==> config.mk <==
export PLATFORM = sky130hd
export DESIGN_NAME = pjd_worker_pool
export DESIGN_NICKNAME = d
export VERILOG_FILES = /design/src/hdl/pjd_pkg.sv /design/src/hdl/pjd_worker_pool.sv
export VERILOG_INCLUDE_DIRS = /design/src /design/src/hdl
export SDC_FILE = /design/constraint.sdc
export NUM_CORES = 1
export LEC_CHECK = 0
export ABC_AREA = 0
export BUFFER_PORTS_ARGS = -buffer_cell sky130_fd_sc_hd__buf_2
export CORE_MARGIN = 4
export CORE_UTILIZATION = 45
export CTS_CLUSTER_DIAMETER = 100
export DETAILED_ROUTE_END_ITERATION = 8
export PLACE_DENSITY = 0.75
export SLEW_MARGIN = 5
export SYNTH_ARGS = -nofsm -noshare
export SYNTH_HDL_FRONTEND = slang
export SYNTH_SLANG_ARGS = --single-unit
==> constraint.sdc <==
create_clock -name clk_i -period 1.2 [get_ports clk_i]
set_input_delay 0.24 -clock clk_i [delete_from_list [all_inputs] [get_ports clk_i]]
set_output_delay 0.24 -clock clk_i [all_outputs]
set_load 0.1 [all_outputs]
==> src/hdl/assert_macros.svh <==
// Assertion macros shared by the dispatcher RTL.
`ifndef ASSERT_MACROS_SVH
`define ASSERT_MACROS_SVH

`ifndef SYNTHESIS
// Check a property on every rising edge of clk_i, masked while rst_ni is low.
`define PJD_ASSERT(lbl, prop, msg) \
  lbl: assert property (@(posedge clk_i) disable iff (!rst_ni) (prop)) \
    else $error(msg);
// Check that a condition never holds on a rising edge of clk_i.
`define PJD_ASSERT_NEVER(lbl, cond, msg) \
  lbl: assert property (@(posedge clk_i) disable iff (!rst_ni) !(cond)) \
    else $error(msg);
`else
`define PJD_ASSERT(lbl, prop, msg)
`define PJD_ASSERT_NEVER(lbl, cond, msg)
`endif

`endif

==> src/hdl/pjd_pkg.sv <==
// Types and constants of the priority job dispatcher.
package pjd_pkg;

  localparam int NUM_WORKERS = 4;
  localparam int WIDX_W      = 2;
  localparam int TYPE_BITS   = 8;
  localparam int TAG_W       = 16;
  localparam int NID_W       = 16;
  localparam int WCNT_W      = 3;
  localparam int NUM_QUEUES  = 3;
  localparam int QIDX_W      = 2;
  localparam int APB_AW      = 5;
  localparam int APB_DW      = 32;
  localparam int REG_IDX_W   = 3;

  // Queue numbering inside the queue memory
  localparam logic [QIDX_W-1:0] Q_HIGH   = 2'd0;
  localparam logic [QIDX_W-1:0] Q_NORMAL = 2'd1;
  localparam logic [QIDX_W-1:0] Q_LOW    = 2'd2;

  // Configuration register indexes
  localparam logic [REG_IDX_W-1:0] REG_WORKER_COUNT   = 3'd0;
  localparam logic [REG_IDX_W-1:0] REG_TYPE_MASK_W0   = 3'd1;
  localparam logic [REG_IDX_W-1:0] REG_TYPE_MASK_LAST = 3'd4;

  typedef enum logic [1:0] {
    CMD_SUBMIT = 2'd0,
    CMD_TICK   = 2'd1,
    CMD_DONE   = 2'd2
  } cmd_e;

  typedef enum logic [1:0] {
    PRIO_NONE   = 2'd0,
    PRIO_LOW    = 2'd1,
    PRIO_NORMAL = 2'd2,
    PRIO_HIGH   = 2'd3
  } prio_e;

  typedef enum logic [2:0] {
    KIND_ASSIGNED = 3'd0,
    KIND_QUEUED   = 3'd1,
    KIND_REJECTED = 3'd2,
    KIND_DROPPED  = 3'd3,
    KIND_NOTICE   = 3'd4
  } kind_e;

  typedef enum logic [4:0] {
    ST_IDLE  = 5'b00001,
    ST_EXEC  = 5'b00010,
    ST_READ  = 5'b00100,
    ST_MATCH = 5'b01000,
    ST_FLUSH = 5'b10000
  } state_e;

  typedef struct packed {
    logic [TYPE_BITS-1:0] jtype;
    logic [TAG_W-1:0]     tag;
  } entry_t;

  typedef struct packed {
    kind_e             kind;
    logic [WIDX_W-1:0] widx;
    logic [TAG_W-1:0]  tag;
    logic              outcome;
    logic [NID_W-1:0]  nid;
  } result_t;

  typedef struct packed {
    logic              assign_v;
    logic [WIDX_W-1:0] assign_idx;
    logic [TAG_W-1:0]  assign_tag;
    logic              release_v;
    logic [WIDX_W-1:0] release_idx;
  } pool_req_t;

  typedef struct packed {
    logic              found;
    logic [WIDX_W-1:0] found_idx;
    logic              sel_busy;
    logic [TAG_W-1:0]  sel_job;
  } pool_rsp_t;

endpackage

==> src/hdl/pjd_worker_pool.sv <==
// Worker busy flags, running job tags and the type-mask worker finder.
`include "assert_macros.svh"

module pjd_worker_pool
  import pjd_pkg::*;
(
  input  logic                                 clk_i,
  input  logic                                 rst_ni,
  input  logic [WCNT_W-1:0]                    worker_count_i,
  input  logic [NUM_WORKERS-1:0][TYPE_BITS-1:0] type_mask_i,
  input  logic [TYPE_BITS-1:0]                 match_type_i,
  input  logic [WIDX_W-1:0]                    sel_idx_i,
  input  pool_req_t                            req_i,
  output pool_rsp_t                            rsp_o
);

  logic [NUM_WORKERS-1:0] busy_q;
  logic [TAG_W-1:0]       job_q [NUM_WORKERS];
  logic [WCNT_W-1:0]      n_en;
  logic [NUM_WORKERS-1:0] hit;

  // Clamp the enabled count to the number of workers built.
  assign n_en = (worker_count_i > WCNT_W'(NUM_WORKERS)) ? WCNT_W'(NUM_WORKERS)
                                                         : worker_count_i;

  always_comb begin
    rsp_o.found     = 1'b0;
    rsp_o.found_idx = '0;
    for (int i = 0; i < NUM_WORKERS; i++) begin
      hit[i] = (WCNT_W'(i) < n_en) && !busy_q[i] &&
               ((type_mask_i[i] & match_type_i) != '0);
    end
    // Scan downward so the lowest matching worker wins.
    for (int i = NUM_WORKERS - 1; i >= 0; i--) begin
      if (hit[i]) begin
        rsp_o.found     = 1'b1;
        rsp_o.found_idx = WIDX_W'(i);
      end
    end
    rsp_o.sel_busy = busy_q[sel_idx_i];
    rsp_o.sel_job  = job_q[sel_idx_i];
  end

  always_ff @(posedge clk_i or negedge rst_ni) begin
    if (!rst_ni) begin
      busy_q <= '0;
    end else begin
      if (req_i.assign_v) begin
        busy_q[req_i.assign_idx] <= 1'b1;
      end
      if (req_i.release_v) begin
        busy_q[req_i.release_idx] <= 1'b0;
      end
    end
  end

  always_ff @(posedge clk_i) begin
    if (req_i.assign_v) begin
      job_q[req_i.assign_idx] <= req_i.assign_tag;
    end
  end

  `PJD_ASSERT(a_assign_free, req_i.assign_v |-> !busy_q[req_i.assign_idx], "job given to busy worker")
  `PJD_ASSERT(a_release_busy, req_i.release_v |-> busy_q[req_i.release_idx], "free worker released")
  `PJD_ASSERT(a_assign_marks, req_i.assign_v |=> busy_q[$past(req_i.assign_idx)], "assigned worker not busy")
  `PJD_ASSERT_NEVER(a_one_op, req_i.assign_v && req_i.release_v, "assign and release together")

endmodule

# Yosys cells after proc, flatten, opt, wreduce, memory -nomap -nowiden
# Memory sizes are Yosys's and may differ from the RTL's.
# Index checks and enable logic that the tools add are counted.
# word_totals
memories	1
output_inout_bits	20
romBits	0
reg_bits	4
mem_bits_rw	64
inputBits	69
latch_bits	0
wordCells	52
# op_classes
shift	0
div	0
muxes	15
n_eq_ne	0
n_lt_le_gt_ge	10
reduce_logical	18
mul	0
n_bitwise	7
add_sub_neg	0
# memory_table
memory	words	width	read_ports	rd_ports_with_merged_regs	wr	line_no	text
job_q	4	16	1	0	1	pjd_worker_pool.sv:18	logic [TAG_W-1:0] job_q [NUM_WORKERS];
# op_table
cell	count
bitwise AND 8 bit	4
nonzero test 8 bit	4
two-way mux 3 bit	5
logical AND 1 bit	10
less-than comparator 2 x 3 -> 1 bit, second input constant	3
two-way mux 4 bit	2
less-than comparator 1 x 3 -> 1 bit, first input constant	2
less-than comparator 2 x 3 -> 1 bit, first input constant	2
two-way mux 1 bit	5
bitwise AND 4 bit	1
demux 1 bit (select 2 bit)	2
greater-or-equal comparator 2 x 1 -> 1 bit, second input constant	2
logical NOT 1 bit	4
NOT 4 bit	1
bitwise OR 4 bit	1
> comparator 3 bit, second input constant	1
binary-select mux 1 bit (select 2 bit)	1

# Longest topological paths before layout
# Gate-level depths: netlist of the first run.
# depth
ltp_word	9
mapped_depth	4
ltp_nobuf	4

# Worst setup path after synthesis of the first run
# OpenSTA, ideal clock, no wires.
# synth_timing
path_type	flip-flop to output port
from	reg busy_q[3]
to	out rsp_o[17] in the netlist's numbering
required_time_ps	960
slack_ps	-1466
stages_incl_launch_ff	5
t_arrival_ps	2426
n_path_buf	0
cell_sequence	dfrtp_1 nand2b_1 a41oi_1 a21boi_2 a2bb2oi_1
# synth_rtl
item	line_no	text
start, declared	pjd_worker_pool.sv:17	logic [NUM_WORKERS-1:0] busy_q;
start signal, assigned	pjd_worker_pool.sv:46	busy_q <= '0;
start signal, assigned by index	pjd_worker_pool.sv:49	busy_q[req_i.assign_idx] <= 1'b1;
start signal, assigned by index	pjd_worker_pool.sv:52	busy_q[req_i.release_idx] <= 1'b0;
end, declared	pjd_worker_pool.sv:14	output pool_rsp_t rsp_o

==> impl_metrics.py, run 1 <==
metrics = {
    "run_status": {
        "outcome": "complete, but fails checks",
        "violations": "setup timing",
    },
    "worst_setup_path": {
        "crit_path_top_delay_cell": "mux4_2",
        "critical_path_arrival_ps": 1640,
        "crit_path_end_kind": "output pin",
        "cp.buffers_inverters": 3,
        "path_cells": "buf_4 -> buf_6 -> mux4_2 -> buf_12",
        "path_delay_family": "multiplexers",
        "rr_startpoint": "busy_q[3]",
        "r2r_slack_ps": 290,
        "worstSetupPathType": "reg2out",
        "crit_fanout": 2,
        "cpPeakStageDelay_ps": 490,
        "r2r_end": "busy_q[3]",
        "rr_worst_depth": 3,
        "cp-start-kind": "register",
        "cp.required_ps": 960,
    },
    "sta": {
        "fmax_mhz": 532.1,
        "finalSetupViolCount": 20,
        "setup_ws_ps": -679.5,
        "worstMarginPinSlew_ps": 255.3,
        "holdWs_ps": 119.1,
        "rsz0062_at_grt": "yes",
        "tns_ps": -9230,
        "period_share": 1.566,
        "slew_violations": 0,
        "finalHoldViolations": 0,
        "finalCriticalPeriod_ps": 1880,
        "slew_headroom": 0.8298,
        "fin_worst_skew_ps": 0,
    },
    "routing": {
        "viasPerCell": 5.485,
        "drt-total-wl_microns": 6073,
        "drt-initial-drc-count": 103,
        "drcViolationCount": 0,
        "detail_route.first_pass.iterations": 4,
        "ant_nets": 0,
        "vias": 1788,
        "routedWlPerCell_microns": 18.63,
    },
    "hold_path": {
        "holdCritPathClass": "in2reg",
        "hold_start": "req_i[10]",
        "holdPathEnd": "job_q[0][7]",
        "holdPathStages": 1,
    },
    "die": {
        "die_w_microns": 86.66,
        "io_pins": 89,
        "die_y_microns": 86.66,
        "start_util": 0.4674,
        "num_rows": 28,
        "dieArea_sq_mm": 0.007509,
        "core_sq_mm": 0.005956,
    },
    "placed_design": {
        "numPortBuffers": 88,
        "gp_congestion": 0.9745,
        "dp_hpwl_microns": 4530,
        "postPlaceCellArea_sq_mm": 0.003525,
    },
    "cts": {
        "cts.sinks": 68,
        "clk_pin_slew_worst_paths_ps": 60,
        "clock-root-buffer": "clkbuf_8",
        "cts_tree": "yes",
        "insertion_delay_ps": 330,
        "clockBufferDepth": 2,
        "htreeDepth": 3,
        "cts_made_buffers": 9,
    },
    "yosys": {
        "synthArstFlopShare": 0.05882,
        "synthCells": 136,
        "ys_types": 27,
        "synth_top_cell_by_area": "edfxtp_1",
        "yosys_register_bits": 68,
        "netlist.area_leader.share": 0.6903,
        "syn-cell-area_sq_mm": 0.002784,
        "synth_edf_count": 64,
        "ys_seq_area_frac": 0.7263,
        "syn_area_per_cell_sq_um": 20.47,
        "syn_nets": 205,
        "synth_area_leaders": "edfxtp_1 (69%), mux4_1 (7.6%), mux4_2 (7.3%), a22oi_1 (4.6%), dfrtp_1 (3.6%)",
        "synthFlopType": "edfxtp_1",
        "yosysWarningCount": 0,
    },
    "global_routing": {
        "grt_antenna_before_repair": 0,
        "grt_use_total": 0.1770,
        "grt_max_degree": 18,
        "grt_pass1_vias": 1961,
        "grt_pass1_wl_microns": 9591,
        "overflow": 0,
    },
    "pwr": {
        "p_per_area_mw_per_mm2": 1479,
        "p_clk_frac": 0.254,
        "switching_share": 0.2975,
        "p_int_mw": 3.967,
        "leakagePower_nw": 1.456,
        "p_sw_mw": 1.680,
        "irDropWorstVdd_mv": 0.9852,
        "comb_power_share": 0.254,
        "pwr-share-seq": 0.492,
    },
    "cells_and_area": {
        "layout.nets": 316,
        "final_cell_area_sq_mm": 0.003817,
        "syn_to_final_growth_pct": 37.12,
        "final_cell_mix": "buf_2 (68), edfxtp_1 (64), mux4_2 (17), a22oi_1 (16), buf_6 (16)",
        "layout_commonest_cell": "buf_2",
        "diodes": 0,
        "drive_gt1_frac": 0.5538,
    },
    "run": {
        "maxCapViolCount": 0,
    },
}
[cells by family after synthesis]
logic type,Yosys count,synth area share
muxes,17,0.1483
and+or+nand+nor,19,0.03596
AOI/OAI and AO/OA,26,0.07191
buffers and inverters,6,0.01753
DFF,68,0.7263
[metal layers]
layer	global-route usage	vias to the layer above	part of all wire
met3	0.06179	19	0.087
met4	0.09773	0	0.032
met2	0.3032	92	0.53
met1	0.1906	868	0.35
met5	0	-	0
li1	-	809	-
[metrics by stage]
step / power [mW] / setup WS (ps) / cells / utilization
global placement: 4.120 / -394.8 / 309 / 0.5918
CTS: 5.681 / -690.0 / 325 / 0.6384
detailed placement: 4.140 / -414.0 / 309 / 0.5918
floorplan: 3.716 / -453.5 / 136 / -
finish: 5.647 / -679.5 / 326 / 0.6410
global route: 5.888 / -753.7 / 326 / 0.6410
[power by group through the flow]
stage                     Clock, mW  Combinational [mW]  Sequential [mW]
after floorplan                   0               0.907             2.81
after global placement            0                1.30             2.82
after global routing           1.61                1.49             2.79
after detailed placement          0                1.31             2.83
after CTS                      1.48                1.43             2.78
final                          1.44                1.43             2.78
[worst register-to-register path, cell delays in order (launching register included)]
cell     delay, ps
dfrtp_1        390
buf_4          140
buf_6          100
o21a_1         170
[flip-flops by register name, indices dropped and copies added, names as in the netlist]
signal,flops
job_q,64
busy_q,4
[cells in the mapped netlist (all sizes together), types with 2 or more instances]
| cell | instances |
|---|---|
| dfrtp | 4 |
| a22oi | 17 |
| nor2 | 6 |
| nand2 | 2 |
| nand4 | 3 |
| o32a | 2 |
| edfxtp | 64 |
| buf | 4 |
| a21oi | 2 |
| mux4 | 17 |
| inv | 2 |
[how the worst max path moves through the flow]
stage / start / endpoint / slack, ps / cells past startpoint
CTS: busy_q[3] / rsp_o[17] / -690 / 5
global route: busy_q[3] / rsp_o[17] / -750 / 5
finish: busy_q[3] / rsp_o[16] / -680 / 4
floorplan: busy_q[3] / rsp_o[17] / -450 / 4
global placement: match_type_i[2] / rsp_o[17] / -390 / 6
detailed placement: match_type_i[0] / rsp_o[18] / -410 / 7
[timing repair]
action | 4_1_cts | 5_1_grt
pin swaps | 1 | 0
setup buffers | 0 | 1
gates resized for setup | 39 | 2
hold endpoints to repair | 4 | 0
endpoints found under the setup margin | 20 | 20
hold buffers | 1 | 0
[area by class of cell]
class	count	area (sq um)
timing repair buffer	104	793.3
inverter	2	7.507
fill	438	2138
clock buffer	9	123.9
sequential	68	2022
clock inverter	6	22.52
multi-input combinational	62	754.5
tap	75	93.84
(Power assumes the default switching activity.)
==> run 2, diff against run 1 <==
Settings changed: BUFFER_PORTS_ARGS -buffer_cell sky130_fd_sc_hd__buf_2 to -buffer_cell sky130_fd_sc_hd__buf_4, CORE_ASPECT_RATIO from default to 0.9, CTS_CLUSTER_SIZE from default to 16.
==> impl_metrics.py, run 2 (synthesis results as in run 1) <==
metrics = {
    "worst_setup_path": {
        "worstSetupPathType": "reg2out",
        "crit_path_top_delay_cell": "dfrtp_1",
        "rr_worst_depth": 2,
        "path_delay_family": "compound AO/OA/AOI/OAI gates",
        "path_cells": "nand2b_4 -> a41oi_4 -> a21boi_4 -> a2bb2oi_4 -> buf_12",
        "critical_path_arrival_ps": 1670,
        "rr_startpoint": "busy_q[3]",
        "startpoint": "busy_q[3]",
        "crit_cells": 5,
        "crit_path_end_kind": "output pin",
        "crit_fanout": 2,
        "cpPeakStageDelay_ps": 390,
        "cp.required_ps": 960,
        "cp-start-kind": "register",
        "cp.buffers_inverters": 1,
    },
    "routing": {
        "wl_met2_microns": 3403,
        "drt-met1-wl_microns": 2131,
        "drcViolationCount": 0,
        "ant_nets": 0,
        "highest_layer": "met4",
        "routedWlPerCell_microns": 19.57,
        "routed-wl-met3_microns": 547,
        "drt-initial-drc-count": 78,
        "viasPerCell": 5.569,
        "detail_route.first_pass.iterations": 4,
        "vias": 1771,
        "drt-total-wl_microns": 6224,
    },
    "die": {
        "die_w_microns": 90.91,
        "start_util": 0.4781,
        "io_pins": 89,
        "die_y_microns": 82.62,
        "core_sq_mm": 0.005823,
        "num_rows": 26,
        "dieArea_sq_mm": 0.007511,
    },
    "cells_and_area": {
        "layout_commonest_cell": "buf_4",
        "final_cell_mix": "buf_4 (73), edfxtp_1 (64), mux4_2 (17), a22oi_1 (16), buf_6 (13)",
        "syn_to_final_growth_pct": 44.31,
        "top_regs": "job_q x64, busy_q x4",
        "drive_gt1_frac": 0.5605,
        "regMostFlops": "job_q",
        "largest_register_ffs": 64,
        "layout.nets": 313,
        "diodes": 0,
    },
    "pwr": {
        "p_per_area_mw_per_mm2": 1430,
        "irDropWorstVdd_mv": 0.8499,
        "leakagePower_nw": 1.517,
        "finalPower_mw": 5.744,
    },
    "hold_path": {
        "holdPathStages": 1,
        "holdCritPathClass": "in2reg",
        "hold_start": "req_i[10]",
    },
    "sta": {
        "fin_worst_skew_ps": 0,
        "period_share": 1.591,
        "slew_headroom": 0.7576,
        "setup_ws_ps": -709.5,
        "finalHoldViolations": 0,
        "finalCriticalPeriod_ps": 1909,
        "worstMarginPinSlew_ps": 363.6,
        "rsz0062_at_grt": "yes",
        "fmax_mhz": 523.7,
        "slew_violations": 0,
        "finalSetupViolCount": 20,
        "holdWs_ps": 113.1,
    },
    "cts": {
        "insertion_delay_ps": 330,
        "cts.sinks": 68,
        "htreeDepth": 3,
        "clockBufferDepth": 2,
        "cts_tree": "yes",
        "clock-root-buffer": "clkbuf_8",
        "clk_pin_slew_worst_paths_ps": 70,
        "cts_made_buffers": 9,
    },
    "global_routing": {
        "grt_pass1_wl_microns": 9370,
        "grt_antenna_before_repair": 0,
        "overflow": 0,
        "grt_use_total": 0.1736,
        "grt_pass1_vias": 1923,
        "grt_max_degree": 18,
    },
    "run_status": {
        "outcome": "complete, but fails checks",
        "violations": "setup timing",
    },
    "placed_design": {
        "numPortBuffers": 88,
        "gp_congestion": 0.8599,
        "dp_hpwl_microns": 4497,
    },
    "run": {
        "maxCapViolCount": 0,
    },
}
==> run 2: cell count changes in the layout (fill, tap and decap cells not counted), moves of 2 or more <==
cell,delta
buf_2,-68
clkinv_1,-4
buf_12,+3
buf_4,+64
clkinv_2,+2
clkbuf_1,+2
buf_6,-3
==> run 2: what timing repair did <==
action | 4_1_cts | 5_1_grt
hold buffers | 1 | 0
buffers inserted | 1 | 1
setup endpoints to repair | 20 | 20
resized for setup | 27 | 11
endpoints found under the hold margin | 4 | 0
pin swaps | 1 | 0
==> run 2: area by class of cell <==
cell class                 instances  area, sq um
clock buffer                      11        131.4
clock inverter                     4        17.52
fill                             375         1805
inverter                           2        7.507
multi-input combinational         62        777.0
sequential                        68         2022
tap                               70        87.58
timing repair buffer             101        974.7
==> run 2: path summary, 6_finish.rpt <==
path | end | slack, ps
max reg2reg | busy_q[3] | 400
min in group asynchronous | busy_q[0] | 240
min reg2reg | busy_q[0] | 570
min | job_q[2][7] | 110
max | rsp_o[17] | -710
max in group asynchronous | busy_q[3] | 860
==> run 2: report_power, final <==
part           total [mW]  leakage, nW  switching (mW)  internal [mW]
Clock                1.44       0.0780           0.723          0.717
Combinational        1.53        0.803           0.911          0.616
Sequential           2.78        0.635          0.0421           2.73
==> run 2: worst reg2reg max path: stages, from the launching register on <==
cell	delay, ps
dfrtp_1	390
buf_4	140
o21a_1	170
==> run 2: routing by layer <==
metal  vias to the layer above  global-route usage
met5                         -                   0
met4                         0             0.08133
met3                        14             0.06612
met2                        90              0.3242
met1                       864              0.1744
li1                        803                   -
==> run 2: per-stage QoR <==
stage / setup slack [ps] / std cells / setup TNS, ps / instance area [sq um] / util
2_1_floorplan: -453.5 / 136 / -5407 / 2836 / -
3_3_place_gp: -437.7 / 301 / -6143 / 3696 / 0.6347
3_5_place_dp: -450.3 / 301 / -6129 / 3696 / 0.6347
4_1_cts: -710.9 / 317 / -9396 / 3953 / 0.6788
5_1_grt: -779.4 / 318 / -10240 / 4018 / 0.6899
6_report: -709.5 / 318 / -9141 / 4018 / 0.6899
==> run 3, diff against run 2 <==
--- a/config.mk
+++ b/config.mk
@@ -9,3 +9,5 @@
 export ABC_AREA = 0
+export ABC_CLOCK_PERIOD_IN_PS = 1200
 export BUFFER_PORTS_ARGS = -buffer_cell sky130_fd_sc_hd__buf_4
+export CAP_MARGIN = 20
 export CORE_ASPECT_RATIO = 0.9
--- a/constraint.sdc
+++ b/constraint.sdc
@@ -3,2 +3,2 @@
 set_output_delay 0.24 -clock clk_i [all_outputs]
-set_load 0.1 [all_outputs]
+set_load 0.05 [all_outputs]
==> impl_metrics.py, run 3 (synthesis results as in run 1) <==
metrics = {
    "pwr": {
        "leakagePower_nw": 1.539,
        "pwr-share-seq": 0.458,
        "p_per_area_mw_per_mm2": 1509,
        "p_sw_mw": 1.419,
        "switching_share": 0.2337,
        "p_int_mw": 4.652,
        "irDropWorstVdd_mv": 1.217,
        "comb_power_share": 0.189,
        "p_clk_frac": 0.353,
    },
    "cts": {
        "clk_pin_slew_worst_paths_ps": 70,
        "clockBufferDepth": 2,
        "cts.sinks": 68,
        "htreeDepth": 3,
        "cts_made_buffers": 9,
        "insertion_delay_ps": 330,
        "cts_tree": "yes",
        "clock-root-buffer": "clkbuf_8",
    },
    "placed_design": {
        "gp_congestion": 1.004,
        "postPlaceCellArea_sq_mm": 0.003701,
        "numPortBuffers": 88,
        "dp_hpwl_microns": 4814,
    },
    "global_routing": {
        "grt_pass1_vias": 1962,
        "overflow": 0,
        "grt_antenna_before_repair": 0,
        "grt_max_degree": 18,
        "grt_pass1_wl_microns": 10460,
        "grt_use_total": 0.1905,
    },
    "worst_setup_path": {
        "cp-start-kind": "register",
        "r2r_slack_ps": 280,
        "crit_path_end_kind": "output pin",
        "rr_worst_depth": 3,
        "cp.required_ps": 960,
        "startpoint": "busy_q[3]",
        "crit_fanout": 2,
        "rr_startpoint": "busy_q[3]",
        "critical_path_arrival_ps": 1600,
        "worstSetupPathType": "reg2out",
        "r2r_end": "busy_q[3]",
    },
    "hold_path": {
        "hold_start": "req_i[14]",
        "holdPathStages": 1,
        "holdPathEnd": "job_q[2][11]",
        "holdCritPathClass": "in2reg",
    },
    "cells_and_area": {
        "layout.nets": 315,
        "diodes": 0,
        "top_regs": "job_q x64, busy_q x4",
        "final_cell_area_sq_mm": 0.004023,
        "regMostFlops": "job_q",
        "final_cell_mix": "buf_4 (76), edfxtp_1 (64), buf_6 (20), mux4_2 (17), a22oi_1 (16)",
        "fillCellCount": 387,
        "largest_register_ffs": 64,
        "layout_commonest_cell": "buf_4",
        "fin_util": 0.6908,
        "drive_gt1_frac": 0.5657,
        "syn_to_final_growth_pct": 44.49,
    },
    "sta": {
        "finalSetupViolCount": 20,
        "finalHoldViolations": 0,
        "slew_violations": 0,
        "worstMarginPinSlew_ps": 243.3,
        "fmax_mhz": 543.5,
        "fin_worst_skew_ps": 0,
        "period_share": 1.533,
        "rsz0062_at_grt": "yes",
        "finalCriticalPeriod_ps": 1840,
        "setup_ws_ps": -640.0,
        "slew_headroom": 0.8378,
    },
    "routing": {
        "vias": 1823,
        "detail_route.first_pass.iterations": 4,
        "viasPerCell": 5.679,
        "routedWlPerCell_microns": 20.61,
        "drt-total-wl_microns": 6617,
        "ant_nets": 0,
        "drt-initial-drc-count": 85,
        "drcViolationCount": 0,
    },
    "die": {
        "start_util": 0.4781,
        "dieArea_sq_mm": 0.007511,
        "io_pins": 89,
        "num_rows": 26,
        "die_y_microns": 82.62,
        "die_w_microns": 90.91,
        "core_sq_mm": 0.005823,
    },
    "run": {
        "maxCapViolCount": 0,
    },
    "run_status": {
        "violations": "setup timing",
        "outcome": "complete, but fails checks",
    },
}
run 3: changes by cell type in the layout (fill, tap and decap cells not counted), moves of 3 or more:
cell / delta
bufinv_16: +3
buf_12: -7
buf_4: +3
buf_6: +7
run 3: layer usage:
layer / track usage / part of all wire / up-vias
met5: 0 / 0 / -
met4: 0.09337 / 0.029 / 0
met3: 0.05888 / 0.086 / 14
met2: 0.3190 / 0.49 / 105
met1: 0.2291 / 0.40 / 896
li1: - / - / 808
run 3: metrics by stage:
step / total power [mW] / worst slack (ps) / hold WS (ps) / instances / setup TNS [ps]
floorplan: 3.404 / -241.2 / -55.59 / 136 / -3538
global placement: 3.851 / -360.1 / 38.57 / 303 / -5681
detailed placement: 3.871 / -361.9 / 42.25 / 303 / -5679
CTS: 6.094 / -632.4 / 93.88 / 320 / -8896
global route: 6.312 / -695.7 / 91.53 / 321 / -9670
finish: 6.071 / -640.0 / 105.4 / 321 / -8636
run 3: worst max path at each step:
stage / end / slack (ps) / cells after the start
floorplan: rsp_o[17] / -240 / 4
global placement: rsp_o[18] / -360 / 6
detailed placement: rsp_o[18] / -360 / 6
CTS: rsp_o[17] / -630 / 5
global route: rsp_o[17] / -700 / 5
finish: rsp_o[16] / -640 / 4
run 3: area by class of cell:
cell class	count	area (sq um)	share of cell area
tap	70	87.58	0.02177
sequential	68	2022	0.5026
clock buffer	10	127.6	0.03173
clock inverter	6	102.6	0.02551
multi-input combinational	62	754.5	0.1876
timing repair buffer	103	920.9	0.2289
inverter	2	7.507	0.001866
run 3: timing repair:
item | in CTS | in global routing
hold endpoints to repair | 4 | 0
pin swaps | 1 | 0
setup buffers | 0 | 1
hold buffers | 1 | 0
endpoints found under the setup margin | 20 | 20
resized for setup | 29 | 4
run 3: power by group through the flow:
stage          combinational [mW]  clock (mW)  sequential (mW)
2_1_floorplan               0.596           0             2.81
3_3_place_gp                 1.04           0             2.82
3_5_place_dp                 1.04           0             2.83
4_1_cts                      1.13        2.18             2.78
5_1_grt                      1.21        2.32             2.79
6_report                     1.15        2.15             2.78
run 3: critical path, cell delays in order, from the launching register on:
cell and delay (ps):
dfrtp_1 390, buf_4 140, buf_6 100, mux4_2 470
buf_8 170
